**config.mk**
```make
export PLATFORM = sky130hd
export DESIGN_NAME = run_length_record_encoder
export DESIGN_NICKNAME = d
export VERILOG_FILES = /design/src/hdl/rlre_pkg.sv /design/src/hdl/run_length_record_encoder.sv /design/src/hdl/rlre_front.sv /design/src/hdl/rlre_queue.sv /design/src/hdl/rlre_back.sv
export SDC_FILE = /design/constraint.sdc
export NUM_CORES = 1
export LEC_CHECK = 0
export ABC_AREA = 1
export BUFFER_PORTS_ARGS = -buffer_cell sky130_fd_sc_hd__buf_2
export CORE_ASPECT_RATIO = 1.5
export CORE_MARGIN = 4
export CORE_UTILIZATION = 60
export CTS_BUF_LIST = sky130_fd_sc_hd__clkbuf_16
export CTS_CLUSTER_DIAMETER = 50
export DETAILED_ROUTE_END_ITERATION = 12
export PLACE_DENSITY = 0.89
export SLEW_MARGIN = 20
export SYNTH_ARGS = -nofsm -noshare
export SYNTH_HDL_FRONTEND = slang
export SYNTH_SLANG_ARGS = --single-unit
```
**constraint.sdc**
```tcl
create_clock -name clock -period 20.6 [get_ports clock]
set_clock_uncertainty 0.2 [all_clocks]
set_input_delay 2.06 -clock clock [delete_from_list [all_inputs] [get_ports clock]]
set_output_delay 2.06 -clock clock [all_outputs]
set_load 0.005 [all_outputs]
```
**src/hdl/rlre_pkg.sv**
```systemverilog
`default_nettype none
package rlre_pkg;

   // Field widths.
   localparam int SYMBOL_BITS     = 64;
   localparam int LENGTH_BITS     = 13;
   localparam int OUT_LENGTH_BITS = 32;
   localparam int TOTAL_BITS      = OUT_LENGTH_BITS + 1;

   // Default saturation width of an incoming run length.
   localparam int IN_LEN_BITS_DEFAULT = 13;

   // Configuration port.
   localparam int CSR_INDEX_BITS = 2;
   localparam int CSR_DATA_BITS  = 4;
   localparam int SYM_BYTES_BITS = 4;
   localparam int RUN_BYTES_BITS = 3;

   localparam logic [CSR_INDEX_BITS-1:0] CSR_SYM_BYTES = 2'd0;
   localparam logic [CSR_INDEX_BITS-1:0] CSR_RUN_BYTES = 2'd1;

   // Request operations.
   localparam logic OP_ADD   = 1'b0;
   localparam logic OP_FLUSH = 1'b1;

   // Depth of the job queue between front and back.
   localparam int QUEUE_DEPTH = 2;

   typedef logic [SYMBOL_BITS-1:0]     sym_type;
   typedef logic [LENGTH_BITS-1:0]     len_type;
   typedef logic [OUT_LENGTH_BITS-1:0] out_len_type;
   typedef logic [TOTAL_BITS-1:0]      total_type;
   typedef logic [SYM_BYTES_BITS-1:0]  sym_bytes_type;
   typedef logic [RUN_BYTES_BITS-1:0]  run_bytes_type;

   typedef struct packed {
      logic    op;
      sym_type symbol;
      len_type run_length;
   } req_payload_type;

   typedef struct packed {
      sym_type     out_symbol;
      out_len_type out_length;
      logic        last;
   } rsp_payload_type;

   // One job for the back end: an optional record of the old run, then
   // full-size chunks of chunk_total while it exceeds the record limit.
   typedef struct packed {
      logic        old_valid;
      sym_type     old_symbol;
      out_len_type old_length;
      sym_type     chunk_symbol;
      total_type   chunk_total;
   } job_type;

   // Longest length a record may carry for a given run_bytes setting.
   function automatic out_len_type record_limit(input run_bytes_type run_bytes);
      out_len_type limit;
      case (run_bytes) inside
         3'd0, 3'd1: limit = 32'h0000_00FF;
         3'd2:       limit = 32'h0000_FFFF;
         3'd3:       limit = 32'h00FF_FFFF;
         default:    limit = 32'hFFFF_FFFF;
      endcase
      return limit;
   endfunction

   // Mask that keeps the low sym_bytes bytes of a symbol.
   function automatic sym_type symbol_mask(input sym_bytes_type sym_bytes);
      sym_type mask;
      case (sym_bytes) inside
         4'd0, 4'd1: mask = 64'h0000_0000_0000_00FF;
         4'd2:       mask = 64'h0000_0000_0000_FFFF;
         4'd3:       mask = 64'h0000_0000_00FF_FFFF;
         4'd4:       mask = 64'h0000_0000_FFFF_FFFF;
         4'd5:       mask = 64'h0000_00FF_FFFF_FFFF;
         4'd6:       mask = 64'h0000_FFFF_FFFF_FFFF;
         4'd7:       mask = 64'h00FF_FFFF_FFFF_FFFF;
         default:    mask = 64'hFFFF_FFFF_FFFF_FFFF;
      endcase
      return mask;
   endfunction

endpackage
`default_nettype wire

```
**src/hdl/run_length_record_encoder.sv**
```systemverilog
// Run-length record encoder. Each request either adds a run of a symbol or
// flushes; runs of the same symbol are merged. Records of the full limit
// 2^(8*run_bytes)-1, run_bytes clamped to 1..4, go out as soon as a run
// exceeds it; a change of symbol or a flush sends the remainder out as one
// record, with last set on the final record of each request. The front end
// takes one request per cycle and hands any records to make, as a job, to a
// two-entry queue; the back end sends one record per cycle from its output
// register while the output is not stalled. A request gives one to 33 records
// or none; the front stalls only when the queue is full. Configuration must
// be written while no request is in flight; the block does not enforce it.
`default_nettype none
module run_length_record_encoder #(
   parameter int IN_LEN_BITS = rlre_pkg::IN_LEN_BITS_DEFAULT
) (
   input  wire logic                                clock,
   input  wire logic                                reset,
   input  wire logic                                csr_write_enable,
   input  wire logic [rlre_pkg::CSR_INDEX_BITS-1:0] csr_index,
   input  wire logic [rlre_pkg::CSR_DATA_BITS-1:0]  csr_write_data,
   input  wire logic                                req_valid,
   output logic                                     req_stall,
   input  wire rlre_pkg::req_payload_type           req_payload,
   output logic                                     rsp_valid,
   input  wire logic                                rsp_stall,
   output rlre_pkg::rsp_payload_type                rsp_payload
);

   logic                  push_valid;
   rlre_pkg::job_type     push_job;
   logic                  queue_full;
   logic                  pop;
   logic                  pop_valid;
   rlre_pkg::job_type     pop_job;
   rlre_pkg::out_len_type limit;

   // Front end: merges runs and classifies each request.
   rlre_front #(
      .IN_LEN_BITS (IN_LEN_BITS)
   ) u_front (
      .clock            (clock),
      .reset            (reset),
      .csr_write_enable (csr_write_enable),
      .csr_index        (csr_index),
      .csr_write_data   (csr_write_data),
      .req_valid        (req_valid),
      .req_stall        (req_stall),
      .req_payload      (req_payload),
      .push_valid       (push_valid),
      .push_job         (push_job),
      .queue_full       (queue_full),
      .limit            (limit)
   );

   // Job queue between the two halves.
   rlre_queue u_queue (
      .clock      (clock),
      .reset      (reset),
      .push_valid (push_valid),
      .push_job   (push_job),
      .full       (queue_full),
      .pop        (pop),
      .pop_valid  (pop_valid),
      .pop_job    (pop_job)
   );

   // Back end: sends the records of each job.
   rlre_back u_back (
      .clock       (clock),
      .reset       (reset),
      .limit       (limit),
      .pop_valid   (pop_valid),
      .pop_job     (pop_job),
      .pop         (pop),
      .rsp_valid   (rsp_valid),
      .rsp_stall   (rsp_stall),
      .rsp_payload (rsp_payload)
   );

endmodule
`default_nettype wire

```
**src/hdl/rlre_front.sv**
```systemverilog
`default_nettype none
module rlre_front #(
   parameter int IN_LEN_BITS = rlre_pkg::IN_LEN_BITS_DEFAULT
) (
   input  wire logic                                  clock,
   input  wire logic                                  reset,
   input  wire logic                                  csr_write_enable,
   input  wire logic [rlre_pkg::CSR_INDEX_BITS-1:0]   csr_index,
   input  wire logic [rlre_pkg::CSR_DATA_BITS-1:0]    csr_write_data,
   input  wire logic                                  req_valid,
   output logic                                       req_stall,
   input  wire rlre_pkg::req_payload_type             req_payload,
   output logic                                       push_valid,
   output rlre_pkg::job_type                          push_job,
   input  wire logic                                  queue_full,
   output rlre_pkg::out_len_type                      limit
);

   // Saturation value of an incoming length, and the bit span of a merged
   // length when the record limit is one byte.
   localparam rlre_pkg::len_type LEN_CAP = rlre_pkg::len_type'((1 << IN_LEN_BITS) - 1);
   localparam int FOLD_BITS = IN_LEN_BITS + 1;

   rlre_pkg::sym_bytes_type sym_bytes_ff, sym_bytes_in;
   rlre_pkg::run_bytes_type run_bytes_ff, run_bytes_in;
   rlre_pkg::sym_type       pend_symbol_ff, pend_symbol_in;
   logic                    pend_valid_ff, pend_valid_in;
   rlre_pkg::out_len_type   pend_length_ff, pend_length_in;

   logic                    accept;
   logic                    flush;
   logic                    same;
   logic                    old_emit;
   logic                    chunk;
   rlre_pkg::sym_type       mask;
   rlre_pkg::len_type       len_sat;
   rlre_pkg::total_type     total;
   rlre_pkg::total_type     limit_wide;
   rlre_pkg::out_len_type   remain;
   logic [8:0]              fold_sum;
   logic [8:0]              fold_red;
   logic [7:0]              remain_small;

   assign limit      = rlre_pkg::record_limit(run_bytes_ff);
   assign mask       = rlre_pkg::symbol_mask(sym_bytes_ff);
   assign limit_wide = {1'b0, limit};

   // A request is taken whenever the job queue has room.
   assign req_stall = queue_full;
   assign accept    = req_valid && !queue_full;

   // Classify the request against the pending run.
   always_comb begin
      flush    = (req_payload.op == rlre_pkg::OP_FLUSH);
      len_sat  = (req_payload.run_length > LEN_CAP) ? LEN_CAP : req_payload.run_length;
      same     = pend_valid_ff && (req_payload.symbol == pend_symbol_ff);
      old_emit = pend_valid_ff && (pend_length_ff != '0) && (flush || !same);
      if (flush) begin
         total = '0;
      end else if (same) begin
         total = {1'b0, pend_length_ff} + rlre_pkg::total_type'(len_sat);
      end else begin
         total = rlre_pkg::total_type'(len_sat);
      end
      chunk = (total > limit_wide);
   end

   // Length left pending once the full-size chunks have gone out. With a
   // one-byte limit the merged length stays below twice the saturated input
   // span, so the remainder modulo 255 comes from folding the high byte into
   // the low byte; a nonzero multiple of 255 leaves a whole chunk pending.
   always_comb begin
      fold_sum     = 9'(total[FOLD_BITS-1:8]) + 9'(total[7:0]);
      fold_red     = (fold_sum > 9'd255) ? (fold_sum - 9'd255) : fold_sum;
      remain_small = (fold_red[7:0] == 8'd0) ? 8'hFF : fold_red[7:0];
      if (!chunk) begin
         remain = total[rlre_pkg::OUT_LENGTH_BITS-1:0];
      end else if (run_bytes_ff <= rlre_pkg::run_bytes_type'(1)) begin
         remain = rlre_pkg::out_len_type'(remain_small);
      end else begin
         remain = rlre_pkg::out_len_type'(total - limit_wide);
      end
   end

   // Job for the back end; requests that give no record make no job.
   always_comb begin
      push_valid            = accept && (old_emit || chunk);
      push_job.old_valid    = old_emit;
      push_job.old_symbol   = pend_symbol_ff & mask;
      push_job.old_length   = pend_length_ff;
      push_job.chunk_symbol = req_payload.symbol & mask;
      push_job.chunk_total  = total;
   end

   // Pending run and configuration registers.
   always_comb begin
      sym_bytes_in   = sym_bytes_ff;
      run_bytes_in   = run_bytes_ff;
      pend_symbol_in = pend_symbol_ff;
      pend_valid_in  = pend_valid_ff;
      pend_length_in = pend_length_ff;
      if (accept) begin
         if (flush) begin
            pend_symbol_in = '0;
            pend_valid_in  = 1'b0;
            pend_length_in = '0;
         end else begin
            pend_symbol_in = req_payload.symbol;
            pend_valid_in  = 1'b1;
            pend_length_in = remain;
         end
      end
      if (csr_write_enable) begin
         unique case (csr_index)
            rlre_pkg::CSR_SYM_BYTES: begin
               sym_bytes_in = csr_write_data[rlre_pkg::SYM_BYTES_BITS-1:0];
            end
            rlre_pkg::CSR_RUN_BYTES: begin
               run_bytes_in = csr_write_data[rlre_pkg::RUN_BYTES_BITS-1:0];
               // A smaller limit clips whatever is pending.
               if (pend_length_ff >
                   rlre_pkg::record_limit(csr_write_data[rlre_pkg::RUN_BYTES_BITS-1:0])) begin
                  pend_length_in =
                     rlre_pkg::record_limit(csr_write_data[rlre_pkg::RUN_BYTES_BITS-1:0]);
               end
            end
            default: begin
            end
         endcase
      end
   end

   always_ff @(posedge clock) begin
      if (reset) begin
         sym_bytes_ff   <= rlre_pkg::sym_bytes_type'(1);
         run_bytes_ff   <= rlre_pkg::run_bytes_type'(1);
         pend_symbol_ff <= '0;
         pend_valid_ff  <= 1'b0;
         pend_length_ff <= '0;
      end else begin
         sym_bytes_ff   <= sym_bytes_in;
         run_bytes_ff   <= run_bytes_in;
         pend_symbol_ff <= pend_symbol_in;
         pend_valid_ff  <= pend_valid_in;
         pend_length_ff <= pend_length_in;
      end
   end

endmodule
`default_nettype wire

```
**src/hdl/rlre_queue.sv**
```systemverilog
`default_nettype none
module rlre_queue (
   input  wire logic               clock,
   input  wire logic               reset,
   input  wire logic               push_valid,
   input  wire rlre_pkg::job_type  push_job,
   output logic                    full,
   input  wire logic               pop,
   output logic                    pop_valid,
   output rlre_pkg::job_type       pop_job
);

   localparam int PTR_BITS   = $clog2(rlre_pkg::QUEUE_DEPTH);
   localparam int COUNT_BITS = $clog2(rlre_pkg::QUEUE_DEPTH + 1);
   localparam logic [COUNT_BITS-1:0] DEPTH_COUNT = COUNT_BITS'(rlre_pkg::QUEUE_DEPTH);
   localparam logic [PTR_BITS-1:0]   LAST_PTR    = PTR_BITS'(rlre_pkg::QUEUE_DEPTH - 1);

   rlre_pkg::job_type       entries_ff [rlre_pkg::QUEUE_DEPTH];
   logic [PTR_BITS-1:0]     wr_ptr_ff, wr_ptr_in;
   logic [PTR_BITS-1:0]     rd_ptr_ff, rd_ptr_in;
   logic [COUNT_BITS-1:0]   count_ff, count_in;
   logic                    do_push;
   logic                    do_pop;

   assign full      = (count_ff == DEPTH_COUNT);
   assign pop_valid = (count_ff != '0);
   assign pop_job   = entries_ff[rd_ptr_ff];
   assign do_push   = push_valid && !full;
   assign do_pop    = pop && pop_valid;

   // Pointer and fill count update.
   always_comb begin
      wr_ptr_in = wr_ptr_ff;
      rd_ptr_in = rd_ptr_ff;
      count_in  = count_ff;
      if (do_push) begin
         wr_ptr_in = (wr_ptr_ff == LAST_PTR) ? '0 : wr_ptr_ff + 1'b1;
      end
      if (do_pop) begin
         rd_ptr_in = (rd_ptr_ff == LAST_PTR) ? '0 : rd_ptr_ff + 1'b1;
      end
      if (do_push && !do_pop) begin
         count_in = count_ff + 1'b1;
      end else if (do_pop && !do_push) begin
         count_in = count_ff - 1'b1;
      end
   end

   always_ff @(posedge clock) begin
      if (reset) begin
         wr_ptr_ff <= '0;
         rd_ptr_ff <= '0;
         count_ff  <= '0;
      end else begin
         wr_ptr_ff <= wr_ptr_in;
         rd_ptr_ff <= rd_ptr_in;
         count_ff  <= count_in;
      end
   end

   // Job storage.
   always_ff @(posedge clock) begin
      if (do_push) begin
         entries_ff[wr_ptr_ff] <= push_job;
      end
   end

endmodule
`default_nettype wire

```
**src/hdl/rlre_back.sv**
```systemverilog
`default_nettype none
module rlre_back (
   input  wire logic                   clock,
   input  wire logic                   reset,
   input  wire rlre_pkg::out_len_type  limit,
   input  wire logic                   pop_valid,
   input  wire rlre_pkg::job_type      pop_job,
   output logic                        pop,
   output logic                        rsp_valid,
   input  wire logic                   rsp_stall,
   output rlre_pkg::rsp_payload_type   rsp_payload
);

   logic                      active_ff, active_in;
   logic                      old_ff, old_in;
   rlre_pkg::sym_type         old_symbol_ff, old_symbol_in;
   rlre_pkg::out_len_type     old_length_ff, old_length_in;
   rlre_pkg::sym_type         symbol_ff, symbol_in;
   rlre_pkg::total_type       remain_ff, remain_in;
   logic                      rsp_valid_ff, rsp_valid_in;
   rlre_pkg::rsp_payload_type rsp_payload_ff, rsp_payload_in;

   logic                      slot_free;
   logic                      emit;
   logic                      last_now;
   rlre_pkg::total_type       limit_wide;
   rlre_pkg::total_type       after_chunk;

   assign rsp_valid   = rsp_valid_ff;
   assign rsp_payload = rsp_payload_ff;

   assign limit_wide  = {1'b0, limit};
   assign after_chunk = remain_ff - limit_wide;
   assign slot_free   = !rsp_valid_ff || !rsp_stall;
   assign emit        = active_ff && slot_free;

   // The record that goes out now is the job's last one when nothing
   // larger than a chunk is left behind it.
   assign last_now = old_ff ? (remain_ff <= limit_wide) : (after_chunk <= limit_wide);

   // Take the next job when idle or while the current one sends its last record.
   assign pop = pop_valid && (!active_ff || (emit && last_now));

   always_comb begin
      active_in      = active_ff;
      old_in         = old_ff;
      old_symbol_in  = old_symbol_ff;
      old_length_in  = old_length_ff;
      symbol_in      = symbol_ff;
      remain_in      = remain_ff;
      rsp_valid_in   = rsp_valid_ff;
      rsp_payload_in = rsp_payload_ff;

      // The output register empties once its record has been taken.
      if (slot_free) begin
         rsp_valid_in = 1'b0;
      end

      // Send one record: the old run first, then full-size chunks.
      if (emit) begin
         rsp_valid_in        = 1'b1;
         rsp_payload_in.last = last_now;
         if (old_ff) begin
            rsp_payload_in.out_symbol = old_symbol_ff;
            rsp_payload_in.out_length = old_length_ff;
            old_in                    = 1'b0;
         end else begin
            rsp_payload_in.out_symbol = symbol_ff;
            rsp_payload_in.out_length = limit;
            remain_in                 = after_chunk;
         end
         if (last_now) begin
            active_in = 1'b0;
         end
      end

      // Load a new job from the queue.
      if (pop) begin
         active_in     = 1'b1;
         old_in        = pop_job.old_valid;
         old_symbol_in = pop_job.old_symbol;
         old_length_in = pop_job.old_length;
         symbol_in     = pop_job.chunk_symbol;
         remain_in     = pop_job.chunk_total;
      end
   end

   always_ff @(posedge clock) begin
      if (reset) begin
         active_ff    <= 1'b0;
         old_ff       <= 1'b0;
         rsp_valid_ff <= 1'b0;
      end else begin
         active_ff    <= active_in;
         old_ff       <= old_in;
         rsp_valid_ff <= rsp_valid_in;
      end
   end

   always_ff @(posedge clock) begin
      old_symbol_ff  <= old_symbol_in;
      old_length_ff  <= old_length_in;
      symbol_ff      <= symbol_in;
      remain_ff      <= remain_in;
      rsp_payload_ff <= rsp_payload_in;
   end

endmodule
`default_nettype wire

```
==> impl_metrics.csv <==
group,metric,value,unit
logic_synthesis,ys_ff_latch,790,
logic_synthesis,synthArstFlopShare,0,%
power,power.density,124.2,nW/um^2
sta,setup_tns,0,ns
clocking,numCtsBuffers,74,
sta,postLayoutSetupSlackWorst,11.25,ns
setup_path,critical_path_class,"in -> reg",
grt,grt_pass1_vias,29137,
route,wire_per_inst,21.04,um
cells_and_area,seqCellArea,22610,sq um
clocking,postCtsSetupBuffers,0,
outcome,status,"complete, no violations",
clocking,cts_tree,"yes",
clocking,clockRootBuffer,"clkbuf_16",
power,p_sw_share,33.33,%
sta,rsz0062_at_grt,"no",
place,dp_hpwl,72740,um
grt,grt_max_degree,164,
route,drc,0,
hold_path,hp-class,"reg -> reg",
power,p_total,5.181,mW
logic_synthesis,synth_area_leaders,"edfxtp_1, nand2_1, dfxtp_1, ha_1, inv_1",
logic_synthesis,synthTopCellsByCount,"nand2_1, edfxtp_1, inv_1, nor2_1, a21oi_1",
sta,min_period,9.350,ns
cells_and_area,syn_to_final_growth,11.44,%
power,combPwrFrac,27.1,%
sta,tightest_slew,1.086,ns
floorplanning,die_area,66540,sq um
logic_synthesis,syn-num-nets,4155,
grt,grt_usage,30.89,%
logic_synthesis,netlist.area_leader.share,54.38,%
cells_and_area,drive_above_1_share,10.41,%
clocking,path_clk_slew,0.06,ns
clocking,ctsHoldBuffers,0,
setup_path,worstPathArrival,9.40,ns
logic_synthesis,ys_seq_area_share,60.37,%
logic_synthesis,synth_edf_count,678,
route,drtPass1Iterations,9,
place,post-place-ws,10.77,ns
floorplanning,initial_core_util,60.85,%
cells_and_area,multi_input_area,13110,sq um
logic_synthesis,ys.flop_type,"edfxtp_1",
sta,finalMaxSlewViolations,0,
cells_and_area,fin_nets,4315,
power,p_sw,1.727,mW
job,drv_cap,0,
power,pwr-share-clk,27.5,%
sta,clock.fmax,107.0,MHz
logic_synthesis,yosys.area.top_type,"edfxtp_1",
setup_path,start_kind,"primary input",
floorplanning,ios,188,
floorplanning,core_area,61530,sq um
clocking,cts.path.max_buffers,3,
clocking,clk-insertion-delay-late,0.66,ns
logic_synthesis,yosysMostFrequentCell,"nand2_1",
setup_path,cp-end-kind,"flop",
place,place_congestion,0.9972,
cells_and_area,n_fill_cell,4484,
sta,whs,0.2669,ns
route,drt_iter0_markers,2794,
route,vias,29059,
route,drt-total-wl,104500,um
floorplanning,die_y,313.9,um
clocking,cts.sinks,790,
grt,grt_first_pass_wirelength,157900,um
floorplanning,core.rowCount,111,
logic_synthesis,synth_cell_types,59,
place,placed_area,39140,sq um
floorplanning,die_w,212.0,um
logic_synthesis,ys_warn_count,0,
place,io_buffers,187,
logic_synthesis,mappedNetlistArea,37440,sq um
cells_and_area,final_util,67.81,%
route,ant_nets,0,
logic_synthesis,synth_cells,3948,
setup_path,required,20.65,ns
setup_path,cp_max_fo,73,
clocking,ctsResizeCount,0,
clocking,h-tree-depth,3,
route,via_per_inst,5.848,
place,place_inst,4823,
power,irDropWorstVdd,88.71,uV
power,seq_power_share,45.3,%
sta,maxSlewHeadroom,27.58,%
logic_synthesis,avgSynthCellArea,9.483,sq um
power,p_leak,17.37,nW
cells_and_area,final_cell_count_no_fill,4969,
sta,period_share,45.39,%
cells_and_area,final_area,41720,sq um
grt,grt_overflow,0,
sta,finalSetupViolCount,0,
grt,antenna_found_initial,10,
sta,hold_viol,0,
power,power.internal,3.454,mW
[state kept, by name (all words and copies together) (netlist names), named ones only]
signal,count
u_queue.count_ff,2
u_back.old_length_ff,32
u_front.pend_valid_ff,1
u_front.run_bytes_ff,3
u_front.pend_length_ff,32
u_back.active_ff,1
u_queue.rd_ptr_ff,1
u_queue.wr_ptr_ff,1
u_front.pend_symbol_ff,64
u_back.rsp_payload,97
u_back.old_symbol_ff,64
u_back.old_ff,1
u_back.rsp_valid,1
u_back.remain_ff,33
u_queue.entries_ff,388
u_back.symbol_ff,64
u_front.sym_bytes_ff,4
[final timing paths]
check / startpoint / endpoint / slack (ns) / cells after the start
worst max-delay path: req_payload[73] / u_queue.entries_ff[1][132]$_DFFE_PP_ / 11.25 / 24
worst min-delay path: u_queue.rd_ptr_ff$_SDFFE_PP0P_ / flop / 0.27 / 1
worst max register to register: u_front.run_bytes_ff[2]$_SDFFE_PP0P_ / u_back.remain_ff[20]$_DFFE_PP_ / 11.70 / 33
worst min register to register: u_queue.rd_ptr_ff$_SDFFE_PP0P_ / flop / 0.27 / 1
[routing by layer]
metal | track usage [%] | wire (um) | vias to the layer above
met3 | 5.391 | 7302 | 475
met2 | 55.42 | 54170 | 1490
met5 | 0 | 43 | -
met1 | 31.91 | 33890 | 13539
met4 | 22.66 | 9120 | 6
li1 | - | - | 13549
[logic make-up (layout without fill, tap and decap cells)]
logic type	after synthesis	after routing	synth area share [%]
and+or+nand+nor	2062	2062	22.57
DFF	790	790	60.37
buffers and inverters	464	686	4.789
AOI/OAI and AO/OA	443	443	6.650
adders and majority gates	118	118	3.963
xor gates and xnor gates	71	71	1.661
other	0	8	0
[power groups by stage]
stage	sequential [mW]	clock [mW]	combinational, mW
after floorplan	2.35	0	0.936
after global placement	2.36	0	1.32
after detailed placement	2.38	0	1.38
after CTS	2.35	1.43	1.40
after global routing	2.37	1.51	1.56
final	2.35	1.43	1.41
[layout by cell type (no fill, tap or decap), types with 10 or more instances in the layout]
master,netlist,layout
nand4_1,58,58
clkinv_1,4,20
nand2_1,1461,1461
nor2_1,313,309
a21oi_1,225,224
dfxtp_1,112,110
inv_1,313,324
nor2_4,6,10
clkbuf_16,0,75
bufinv_16,0,11
edfxtp_1,678,678
nand3_1,101,101
o21ai_1,30,29
inv_2,12,12
o21ai_0,83,81
or2_2,22,22
nor3_1,17,17
a31oi_1,36,36
nand2_2,17,17
buf_2,12,186
xnor2_1,36,36
o211ai_1,15,15
ha_1,117,117
nor4_1,31,31
xor2_1,35,35
buf_4,3,31
[worst max-delay path, cell delays in order]
cell	delay, ns
buf_2	0.12
xnor2_1	0.47
nand3_1	0.19
nor3b_1	0.49
nand4_1	0.22
nor4_1	0.30
nand2_1	0.27
nor2_1	0.16
buf_4	0.26
nand2_1	0.07
nor2_1	0.47
ha_1	0.31
nand2_1	0.12
nor2_1	0.29
inv_1	0.10
o211ai_1	0.20
nand2_1	0.07
nand3_1	0.10
nand2_2	0.31
o21ai_0	0.21
nand2_1	0.18
nor2_4	0.76
buf_4	0.63
buf_4	0.90
[area by class of cell]
type                       count  share of cell area, %
clock inverter                63                  1.631
antenna                        8                0.04798
clock buffer                  75                  4.498
inverter                     330                  3.011
sequential                   790                  54.19
timing repair buffer         218                  2.837
tap                          791                  2.372
multi-input combinational   2694                  31.41
Note: power is estimated with default switching activity, not from simulation.
